===== src/design/dap_pkg.sv =====
// Package for the decimal amount parser: field widths, byte codes, status codes,
// the parse phase type, the job record passed from front to back, and a power-of-ten table.
// No dependencies.
package dap_pkg;

    localparam int CH_W       = 8;
    localparam int STATUS_W   = 3;
    localparam int AMOUNT_W   = 60;
    localparam int VAL_W      = 30;    // holds up to nine decimal digits
    localparam int CNT_W      = 4;     // digit counters, up to nine

    localparam int DEF_WHOLE_DIGITS    = 9;
    localparam int DEF_FRACTION_DIGITS = 9;
    localparam int DEF_QUEUE_DEPTH     = 4;

    localparam logic [AMOUNT_W-1:0] RESET_MAX = 60'd999999999999999999;

    localparam logic [CH_W-1:0] CH_TAB   = 8'h09;
    localparam logic [CH_W-1:0] CH_CR    = 8'h0D;
    localparam logic [CH_W-1:0] CH_SPACE = 8'h20;
    localparam logic [CH_W-1:0] CH_POINT = 8'h2E;
    localparam logic [CH_W-1:0] CH_ZERO  = 8'h30;
    localparam logic [CH_W-1:0] CH_NINE  = 8'h39;

    typedef enum logic [STATUS_W-1:0] {
        ST_OK    = 3'd0,
        ST_BLANK = 3'd1,
        ST_BAD   = 3'd2,
        ST_LONG  = 3'd3,
        ST_ABOVE = 3'd4
    } status_t;

    typedef enum logic [4:0] {
        PH_LEAD  = 5'b00001,
        PH_WHOLE = 5'b00010,
        PH_FRAC  = 5'b00100,
        PH_TRAIL = 5'b01000,
        PH_BAD   = 5'b10000
    } phase_t;

    typedef struct packed {
        status_t            status;
        logic [VAL_W-1:0]   whole;
        logic [VAL_W-1:0]   frac;
        logic [CNT_W-1:0]   frac_place;
    } job_t;

    function automatic logic [VAL_W-1:0] pow10(input logic [CNT_W-1:0] n);
        logic [VAL_W-1:0] r;
        case (n)
            4'd0:    r = 30'd1;
            4'd1:    r = 30'd10;
            4'd2:    r = 30'd100;
            4'd3:    r = 30'd1000;
            4'd4:    r = 30'd10000;
            4'd5:    r = 30'd100000;
            4'd6:    r = 30'd1000000;
            4'd7:    r = 30'd10000000;
            4'd8:    r = 30'd100000000;
            4'd9:    r = 30'd1000000000;
            default: r = 30'd0;
        endcase
        return r;
    endfunction

endpackage


===== src/design/dap_text_if.sv =====
// Byte stream channel into the parser: valid/ready handshake with ch and last.
// Depends on dap_pkg.
interface dap_text_if;
    import dap_pkg::*;

    logic            valid;
    logic            ready;
    logic [CH_W-1:0] ch;
    logic            last;

    modport source (output valid, ch, last, input ready);
    modport sink   (input valid, ch, last, output ready);
endinterface


===== src/design/dap_result_if.sv =====
// Result channel out of the parser: valid/ready handshake with status and amount.
// Depends on dap_pkg.
interface dap_result_if;
    import dap_pkg::*;

    logic                valid;
    logic                ready;
    logic [STATUS_W-1:0] status;
    logic [AMOUNT_W-1:0] amount;

    modport source (output valid, status, amount, input ready);
    modport sink   (input valid, status, amount, output ready);
endinterface


===== src/design/dap_front.sv =====
// Front end: takes one text byte per cycle unless q_full, tracks parse phase and digit
// values, and on the last byte pushes a classified job. Depends on dap_pkg, dap_text_if.
module dap_front #(
    parameter int WHOLE_DIGITS    = dap_pkg::DEF_WHOLE_DIGITS,
    parameter int FRACTION_DIGITS = dap_pkg::DEF_FRACTION_DIGITS
) (
    input  logic          clk,
    input  logic          rst_n,
    dap_text_if.sink      text,
    input  logic          q_full,
    output logic          q_push,
    output dap_pkg::job_t q_job
);
    import dap_pkg::*;

    phase_t           phase_reg, phase_next;
    logic [VAL_W-1:0] whole_reg, whole_next;
    logic [CNT_W-1:0] whole_cnt_reg, whole_cnt_next;
    logic             too_long_reg, too_long_next;
    logic [VAL_W-1:0] frac_reg, frac_next;
    logic [CNT_W-1:0] place_reg, place_next;

    logic             is_space, is_digit, is_point, take;
    logic [CNT_W-1:0] digit;
    phase_t           ph;

    assign text.ready = !q_full;
    assign take       = text.valid && text.ready;
    assign is_space   = (text.ch == CH_SPACE) || (text.ch >= CH_TAB && text.ch <= CH_CR);
    assign is_digit   = (text.ch >= CH_ZERO) && (text.ch <= CH_NINE);
    assign is_point   = (text.ch == CH_POINT);
    assign digit      = CNT_W'(text.ch - CH_ZERO);

    always_comb
    begin
        phase_next     = phase_reg;
        whole_next     = whole_reg;
        whole_cnt_next = whole_cnt_reg;
        too_long_next  = too_long_reg;
        frac_next      = frac_reg;
        place_next     = place_reg;
        q_push         = 1'b0;
        q_job          = '0;
        ph             = phase_reg;

        if (take)
        begin
            if (phase_reg == PH_BAD)
            begin
                phase_next = PH_BAD;
            end
            else if (is_space)
            begin
                if (phase_reg == PH_WHOLE || phase_reg == PH_FRAC)
                    phase_next = PH_TRAIL;
            end
            else if (is_point)
            begin
                if (phase_reg == PH_LEAD || phase_reg == PH_WHOLE)
                    phase_next = PH_FRAC;
                else
                    phase_next = PH_BAD;
            end
            else if (is_digit)
            begin
                ph = (phase_reg == PH_LEAD) ? PH_WHOLE : phase_reg;
                phase_next = ph;
                if (ph == PH_WHOLE)
                begin
                    if (whole_cnt_reg < CNT_W'(WHOLE_DIGITS))
                    begin
                        whole_next     = VAL_W'(whole_reg * 30'd10) + VAL_W'(digit);
                        whole_cnt_next = whole_cnt_reg + CNT_W'(1);
                    end
                    else
                    begin
                        too_long_next = 1'b1;
                    end
                end
                else if (ph == PH_FRAC)
                begin
                    if (place_reg < CNT_W'(FRACTION_DIGITS))
                    begin
                        frac_next  = VAL_W'(frac_reg * 30'd10) + VAL_W'(digit);
                        place_next = place_reg + CNT_W'(1);
                    end
                    else
                    begin
                        phase_next = PH_BAD;
                    end
                end
                else
                begin
                    // digit after trailing whitespace
                    phase_next = PH_BAD;
                end
            end
            else
            begin
                phase_next = PH_BAD;
            end

            if (text.last)
            begin
                q_push = 1'b1;
                priority if (phase_next == PH_BAD)
                    q_job.status = ST_BAD;
                else if (phase_next == PH_LEAD)
                    q_job.status = ST_BLANK;
                else if (too_long_next)
                    q_job.status = ST_LONG;
                else
                    q_job.status = ST_OK;
                q_job.whole      = whole_next;
                q_job.frac       = frac_next;
                q_job.frac_place = place_next;

                phase_next     = PH_LEAD;
                whole_next     = '0;
                whole_cnt_next = '0;
                too_long_next  = 1'b0;
                frac_next      = '0;
                place_next     = '0;
            end
        end
    end

    always_ff @(posedge clk or negedge rst_n)
    begin
        if (!rst_n)
        begin
            phase_reg     <= PH_LEAD;
            whole_reg     <= '0;
            whole_cnt_reg <= '0;
            too_long_reg  <= 1'b0;
            frac_reg      <= '0;
            place_reg     <= '0;
        end
        else
        begin
            phase_reg     <= phase_next;
            whole_reg     <= whole_next;
            whole_cnt_reg <= whole_cnt_next;
            too_long_reg  <= too_long_next;
            frac_reg      <= frac_next;
            place_reg     <= place_next;
        end
    end

endmodule


===== src/design/dap_queue.sv =====
// Short job queue between front and back, flip-flop storage, one read port.
// Depends on dap_pkg.
module dap_queue #(
    parameter int DEPTH = dap_pkg::DEF_QUEUE_DEPTH
) (
    input  logic          clk,
    input  logic          rst_n,
    input  logic          push,
    input  dap_pkg::job_t push_job,
    output logic          full,
    input  logic          pop,
    output logic          head_valid,
    output dap_pkg::job_t head_job
);
    import dap_pkg::*;

    localparam int PTR_W = (DEPTH > 1) ? $clog2(DEPTH) : 1;
    localparam int CNT_QW = $clog2(DEPTH + 1);

    job_t              store_reg [DEPTH];
    logic [PTR_W-1:0]  wr_ptr_reg, wr_ptr_next;
    logic [PTR_W-1:0]  rd_ptr_reg, rd_ptr_next;
    logic [CNT_QW-1:0] count_reg, count_next;
    logic              do_push, do_pop;

    assign full       = (count_reg == CNT_QW'(DEPTH));
    assign head_valid = (count_reg != '0);
    assign head_job   = store_reg[rd_ptr_reg];
    assign do_push    = push && !full;
    assign do_pop     = pop && head_valid;

    always_comb
    begin
        wr_ptr_next = wr_ptr_reg;
        rd_ptr_next = rd_ptr_reg;
        if (do_push)
            wr_ptr_next = (wr_ptr_reg == PTR_W'(DEPTH - 1)) ? '0 : wr_ptr_reg + PTR_W'(1);
        if (do_pop)
            rd_ptr_next = (rd_ptr_reg == PTR_W'(DEPTH - 1)) ? '0 : rd_ptr_reg + PTR_W'(1);
        count_next = count_reg + CNT_QW'(do_push) - CNT_QW'(do_pop);
    end

    always_ff @(posedge clk or negedge rst_n)
    begin
        if (!rst_n)
        begin
            wr_ptr_reg <= '0;
            rd_ptr_reg <= '0;
            count_reg  <= '0;
        end
        else
        begin
            wr_ptr_reg <= wr_ptr_next;
            rd_ptr_reg <= rd_ptr_next;
            count_reg  <= count_next;
        end
    end

    always_ff @(posedge clk)
    begin
        if (do_push)
            store_reg[wr_ptr_reg] <= push_job;
    end

endmodule


===== src/design/dap_back.sv =====
// Back end: scales whole and fraction parts (multiply stage), adds and checks against
// max_amount, and holds the result in an output register. Depends on dap_pkg, dap_result_if.
module dap_back #(
    parameter int FRACTION_DIGITS = dap_pkg::DEF_FRACTION_DIGITS
) (
    input  logic                         clk,
    input  logic                         rst_n,
    input  logic                         job_valid,
    input  dap_pkg::job_t                job,
    output logic                         job_pop,
    input  logic [dap_pkg::AMOUNT_W-1:0] max_amount,
    dap_result_if.source                 result
);
    import dap_pkg::*;

    logic                s1_valid_reg, s1_valid_next;
    status_t             s1_status_reg;
    logic [AMOUNT_W-1:0] s1_whole_reg, s1_frac_reg;

    logic                out_valid_reg, out_valid_next;
    status_t             out_status_reg, out_status_next;
    logic [AMOUNT_W-1:0] out_amount_reg, out_amount_next;

    logic                s2_take, s1_adv;
    logic [CNT_W-1:0]    frac_shift;
    logic [AMOUNT_W-1:0] sum;

    assign s2_take    = !out_valid_reg || result.ready;
    assign s1_adv     = !s1_valid_reg || s2_take;
    assign job_pop    = job_valid && s1_adv;
    assign frac_shift = CNT_W'(FRACTION_DIGITS) - job.frac_place;

    always_comb
    begin
        s1_valid_next = s1_valid_reg;
        if (s1_adv)
            s1_valid_next = job_valid;
    end

    // operands widened first so the products keep all 60 bits
    always_ff @(posedge clk)
    begin
        if (job_pop)
        begin
            s1_status_reg <= job.status;
            s1_whole_reg  <= AMOUNT_W'(job.whole)
                             * AMOUNT_W'(pow10(CNT_W'(FRACTION_DIGITS)));
            s1_frac_reg   <= AMOUNT_W'(job.frac) * AMOUNT_W'(pow10(frac_shift));
        end
    end

    assign sum = s1_whole_reg + s1_frac_reg;

    always_comb
    begin
        out_valid_next  = out_valid_reg;
        out_status_next = out_status_reg;
        out_amount_next = out_amount_reg;
        if (s2_take)
        begin
            out_valid_next  = s1_valid_reg;
            out_status_next = s1_status_reg;
            out_amount_next = '0;
            if (s1_status_reg == ST_OK)
            begin
                if (sum > max_amount)
                    out_status_next = ST_ABOVE;
                else
                    out_amount_next = sum;
            end
        end
    end

    always_ff @(posedge clk or negedge rst_n)
    begin
        if (!rst_n)
        begin
            s1_valid_reg  <= 1'b0;
            out_valid_reg <= 1'b0;
        end
        else
        begin
            s1_valid_reg  <= s1_valid_next;
            out_valid_reg <= out_valid_next;
        end
    end

    always_ff @(posedge clk)
    begin
        out_status_reg <= out_status_next;
        out_amount_reg <= out_amount_next;
    end

    assign result.valid  = out_valid_reg;
    assign result.status = out_status_reg;
    assign result.amount = out_amount_reg;

endmodule


===== src/design/decimal_amount_parser.sv =====
// Decimal amount parser: takes text one byte per cycle while the job queue has room (last
// marks the final byte) and returns one status/amount transfer per text, amount in units
// of 10^-FRACTION_DIGITS. A result passes the queue, multiply stage and output register.
// The back end drains one job per cycle while result is ready, so sustained throughput is
// one byte per cycle. max_amount resets to 999999999999999999 and is written through
// cfg_we/cfg_data; the user must write it only while idle, not enforced by the block.
// Depends on dap_pkg, dap_text_if, dap_result_if, dap_front, dap_queue, dap_back.
module decimal_amount_parser #(
    parameter int WHOLE_DIGITS    = dap_pkg::DEF_WHOLE_DIGITS,
    parameter int FRACTION_DIGITS = dap_pkg::DEF_FRACTION_DIGITS,
    parameter int QUEUE_DEPTH     = dap_pkg::DEF_QUEUE_DEPTH
) (
    input  logic                         clk,
    input  logic                         rst_n,
    dap_text_if.sink                     text,
    dap_result_if.source                 result,
    input  logic                         cfg_we,
    input  logic [dap_pkg::AMOUNT_W-1:0] cfg_data
);
    import dap_pkg::*;

    logic [AMOUNT_W-1:0] max_reg, max_next;
    logic                q_full, q_push, q_pop, q_valid;
    job_t                q_in, q_head;

    assign max_next = cfg_we ? cfg_data : max_reg;

    always_ff @(posedge clk or negedge rst_n)
    begin
        if (!rst_n)
            max_reg <= RESET_MAX;
        else
            max_reg <= max_next;
    end

    dap_front #(
        .WHOLE_DIGITS    (WHOLE_DIGITS),
        .FRACTION_DIGITS (FRACTION_DIGITS)
    ) u_front (
        .clk    (clk),
        .rst_n  (rst_n),
        .text   (text),
        .q_full (q_full),
        .q_push (q_push),
        .q_job  (q_in)
    );

    dap_queue #(
        .DEPTH (QUEUE_DEPTH)
    ) u_queue (
        .clk        (clk),
        .rst_n      (rst_n),
        .push       (q_push),
        .push_job   (q_in),
        .full       (q_full),
        .pop        (q_pop),
        .head_valid (q_valid),
        .head_job   (q_head)
    );

    dap_back #(
        .FRACTION_DIGITS (FRACTION_DIGITS)
    ) u_back (
        .clk        (clk),
        .rst_n      (rst_n),
        .job_valid  (q_valid),
        .job        (q_head),
        .job_pop    (q_pop),
        .max_amount (max_reg),
        .result     (result)
    );

endmodule


===== src/flat_wrapper.sv =====
// flat-port wrapper written by rule: the top's interface ports become plain ports
module decimal_amount_parser_flat import dap_pkg::*;
#(
    parameter int WHOLE_DIGITS    = dap_pkg::DEF_WHOLE_DIGITS,
    parameter int FRACTION_DIGITS = dap_pkg::DEF_FRACTION_DIGITS,
    parameter int QUEUE_DEPTH     = dap_pkg::DEF_QUEUE_DEPTH
)
  (clk, rst_n, cfg_we, cfg_data, text_valid, text_ch, text_last, text_ready, result_valid, result_status, result_amount, result_ready);
  dap_text_if text_i ();
  dap_result_if result_i ();
  input  logic clk;
  input  logic rst_n;
  input  logic cfg_we;
  input  logic [dap_pkg::AMOUNT_W-1:0] cfg_data;
  input wire logic [$bits(text_i.valid)-1:0] text_valid;
  input wire logic [$bits(text_i.ch)-1:0] text_ch;
  input wire logic [$bits(text_i.last)-1:0] text_last;
  output wire logic [$bits(text_i.ready)-1:0] text_ready;
  output wire logic [$bits(result_i.valid)-1:0] result_valid;
  output wire logic [$bits(result_i.status)-1:0] result_status;
  output wire logic [$bits(result_i.amount)-1:0] result_amount;
  input wire logic [$bits(result_i.ready)-1:0] result_ready;
  assign text_i.valid = text_valid;
  assign text_i.ch = text_ch;
  assign text_i.last = text_last;
  assign text_ready = text_i.ready;
  assign result_valid = result_i.valid;
  assign result_status = result_i.status;
  assign result_amount = result_i.amount;
  assign result_i.ready = result_ready;
  decimal_amount_parser #(.WHOLE_DIGITS(WHOLE_DIGITS), .FRACTION_DIGITS(FRACTION_DIGITS), .QUEUE_DEPTH(QUEUE_DEPTH)) u_core (.clk(clk), .rst_n(rst_n), .text(text_i), .result(result_i), .cfg_we(cfg_we), .cfg_data(cfg_data));
endmodule

===== config.mk =====
export PLATFORM = sky130hd
export DESIGN_NAME = decimal_amount_parser_flat
export DESIGN_NICKNAME = d
export VERILOG_FILES = /design/src/design/dap_pkg.sv /design/src/design/dap_text_if.sv /design/src/design/dap_result_if.sv /design/src/design/dap_front.sv /design/src/design/dap_queue.sv /design/src/design/dap_back.sv /design/src/design/decimal_amount_parser.sv /design/src/flat_wrapper.sv
export SDC_FILE = /design/constraint.sdc
export NUM_CORES = 2
export LEC_CHECK = 0
export BUFFER_PORTS_ARGS = -buffer_cell sky130_fd_sc_hd__buf_2
export CORE_UTILIZATION = 50
export DETAILED_ROUTE_END_ITERATION = 16
export PLACE_DENSITY = 0.66
export SLEW_MARGIN = 20
export SYNTH_ARGS = -nofsm -noshare
export SYNTH_HDL_FRONTEND = slang
export SYNTH_SLANG_ARGS = --single-unit

===== constraint.sdc =====
create_clock -name clk -period 11.4 [get_ports clk]
set_clock_uncertainty 0.15 [all_clocks]
set_input_delay 0 -clock clk [delete_from_list [all_inputs] [get_ports clk]]
set_output_delay 0 -clock clk [all_outputs]
set_load 0.01 [all_outputs]

==> summary.md <==
| Metric | Value |
|---|---|
| Mux share of post-synthesis cell area | 0.0216 |
| CP max FO | 18 |
| WL/cell | between 20 and 25 um |
| Routed WL | 204,000 um |
| TritonRoute pass-1 iters | 6 |
| Worst path max stage delay | 700 ps |
| Initial antenna violation count | 6 |
| Post-Syn Area | 0.0719 mm^2 |
| Total GRT Usage | 0.284 |
| Status | complete, no violations |
| GRT Residual Overflow | 0 |
| Area grow syn2layout | 9.70% |
| Chip height | 381 um |
| # IOs | 139 |
| Commonest register cell after synthesis | edfxtp_1 |
| Syn Inst Count | between 7,000 and 8,000 |
| Synth Area in Simple Gates | 0.102 |
| CP Capture Type | flip-flop |
| DP Wirelength | 163,000 um |
| Core Area | 0.142 mm^2 |
| Syn Nets | around 9,000 |
| Pre-CTS setup slack | roughly 790 ps |
| Max Slew Vio Count | 0 |
| Worst Tran Pin Value | 1140 ps |
| Most common cell on crit path | fa_1 |
| XOR/XNOR share of the synthesized area | 0.0322 |
| Layout Nets | about 9,300 |
| Initial Util | 0.506 |
| Startpoint types | flip-flop |
| Final min period | 10,840 ps |
| Arrival @ worst endpoint | 11,060 ps |
| Largest register FFs | about 260 |
| Clock root cell | clkbuf_16 |
| Slew HR | 0.237 |
| Post-Synth Adder-Cell Area | 0.424 |
| H-tree levels | 2 |
| Register area share after synthesis | 0.234 |
| Largest net degree at the start of global routing | 79 |
| Num CTS Buffers | between 60 and 70 |
| Die width | 381 um |
| Vias in the first global route | 54,309 |
| CTS clk-pin slew, worst paths | 60 ps |
| Syn Area/Cell | 10.1 um^2 |
| Critical path class | flip-flop to flip-flop |
| # port buffers | 138 |
| Critical-path top delay cell | nand2_1 |
| Yosys Warn Count | 0 |
| # DRC | 0 |
| Max-Cap Viols | 0 |
| Post-synth EDFFs | 440 |
| Total die area | 0.145 mm^2 |
| Final setup fails | 0 |
| Final WS setup | approximately 560 ps |
| Yosys reg bits | 583 |
| RSZ-0062 raised after global routing | no |
| CTS Sinks | 583 |
| Setup Fix Bufs, Post-CTS | 0 |
| Routed vias/inst | 5.62 |
| Hold Violations, Final | 0 |
| Required @ worst endpoint | between 10,000 and 15,000 ps |
| Largest family of logic cells by synthesized area | adder cells |
| F_max | 92.2 MHz |
| Iteration-0 DRC Markers | 4,246 |
| Synth Area in Compound Gates | 0.101 |
| Routed vias | 52,332 |
| Share of layout cells above drive strength 1 | 0.0753 |
| Hold crit path type | primary input to flip-flop |
| Period Utilization, post-route | 0.951 |
| Fraction of registers with async set/reset | 0.245 |
| Row cnt | between 100 and 150 |
| Synth cell types | 110 |
| Routability Congestion | 0.988 |
| Antenna-violating nets left | 0 |
| CTS tree | yes |
| TNS Setup | 0 ps |
| Insertion delay to the later sink of the worst-skew pair | between 600 and 700 ps |
| Clock buffer depth | 3 |
| First-pass GRT wire length | approximately 320,000 um |
## worst max-delay path, delay by kind of cell, from the launching register on
| kind | cells | cell delay, ps |
|---|---|---|
| xor+xnor | 2 | 260 |
| compound gates | 7 | 1710 |
| fa+ha+maj | 10 | 4220 |
| mux | 1 | 670 |
| buf+inv | 7 | 630 |
| simple gates | 7 | 2310 |
| flops | 1 | 530 |
## stage by stage
stage,area (um^2),std cells,hold WS [ps],util
final,78900,9320,19.8,0.555
after detailed placement,74900,9021,18.8,0.527
after global placement,74900,9021,14.5,0.527
after floorplan,71900,7147,-446,-
after global routing,78900,9318,51.6,0.555
after CTS,78900,9318,0.966,0.555
## cells in the mapped netlist, types with 19 or more instances
cell | count | area (um^2)
dfstp_2 | 42 | 1100
nor2b_1 | 33 | 206
nor3_1 | 67 | 335
o21ai_1 | 28 | 140
clkbuf_1 | 223 | 837
edfxtp_1 | 440 | 13200
inv_1 | 1352 | 5070
nand3_1 | 45 | 225
a21boi_0 | 24 | 180
mux4_2 | 36 | 811
and3_1 | 80 | 500
o21bai_1 | 43 | 323
nand2_1 | 580 | 2180
nor2_1 | 580 | 2180
o21a_1 | 66 | 495
mux2_2 | 34 | 383
o21ai_0 | 279 | 1400
a211oi_1 | 21 | 158
a21oi_1 | 352 | 1760
or3_1 | 19 | 119
a31oi_1 | 23 | 144
xor2_1 | 81 | 709
xnor2_1 | 179 | 1570
nand4_1 | 50 | 313
buf_1 | 26 | 97.6
nand2b_1 | 37 | 231
or2_2 | 20 | 125
dfrtp_1 | 101 | 2530
ha_1 | 756 | 9460
and2_1 | 34 | 213
mux2i_1 | 35 | 350
a21o_1 | 158 | 1190
fa_1 | 1051 | 21000
## kinds of logic after synthesis
family / Yosys count
XOR/XNOR: 262
AO/OA/AOI/OAI: 1146
flip-flops: 583
multiplexers: 106
adder cells (fa/ha/maj): 1807
AND/OR/NAND/NOR: 1630
buffers and inverters: 1613
## timing repair
item                                    4_1_cts  5_1_grt
endpoints found under the setup margin        0        0
hold buffers                                181        0
resized for setup                             0        0
hold endpoints to repair                    217        0
## path summary, 6_finish.rpt
kind / startpoint / to / slack (ps) / cells after the start
min: text_ch[3] / u_core.u_front.whole_reg[3]$_DFFE_PN0P_ / 20 / 5
min in group asynchronous: rst_n / u_core.max_reg[22]$_DFFE_PN1P_ / 30 / 2
max: u_core.u_queue.rd_ptr_reg[0]$_DFFE_PN0P_ / u_core.u_back.s1_frac_reg[40]$_DFFE_PP_ / 560 / 34
max reg2reg: u_core.u_queue.rd_ptr_reg[0]$_DFFE_PN0P_ / u_core.u_back.s1_frac_reg[40]$_DFFE_PP_ / 560 / 34
min reg2reg: u_core.u_front.whole_cnt_reg[3]$_DFFE_PN0P_ / u_core.u_front.whole_cnt_reg[3]$_DFFE_PN0P_ / 350 / 2
max in group asynchronous: rst_n / u_core.u_queue.rd_ptr_reg[0]$_DFFE_PN0P_ / 9960 / 3
## layer usage
layer,vias up,share of wire,GRT usage
li1,23680,-,-
met1,26272,0.43,0.401
met2,1982,0.45,0.444
met3,394,0.081,0.0487
met4,4,0.038,0.0968
met5,-,0.00016,0
## area by class of cell
| class | count | area [um^2] |
|---|---|---|
| well taps | 1890 | 2360 |
| multi-input cells | 4951 | 49100 |
| clock buffers | 79 | 1680 |
| diodes | 2 | 5.00 |
| clock inverters | 37 | 468 |
| flip-flops and latches | 583 | 16900 |
| fillers | 12290 | 63200 |
| repair buffers | 426 | 3340 |
| inverters | 1352 | 5070 |
## cells in the final DEF, fill, tap and decap left out, types with 34 or more instances in the layout
cell and instances:
o21a_1 66, buf_2 136, dfrtp_1 99, xor2_1 81, inv_1 1350, and3_1 80
dfstp_2 42, ha_1 756, nor3_1 67, mux2_2 34, clkbuf_16 61, dlygate4sd3_1 180
a21oi_1 348, nand2b_1 37, nand2_1 578, buf_4 107, edfxtp_1 440, o21bai_1 43
o21ai_1 35, xnor2_1 179, mux2i_1 35, nand3_1 45, a21o_1 158, fa_1 1051
mux4_2 36, o21ai_0 267, nand4_1 50, nor2_1 576
Power is left out: the tool's default activity adds up to more than one toggle a clock period on the data nets, which glitch-free logic cannot reach.
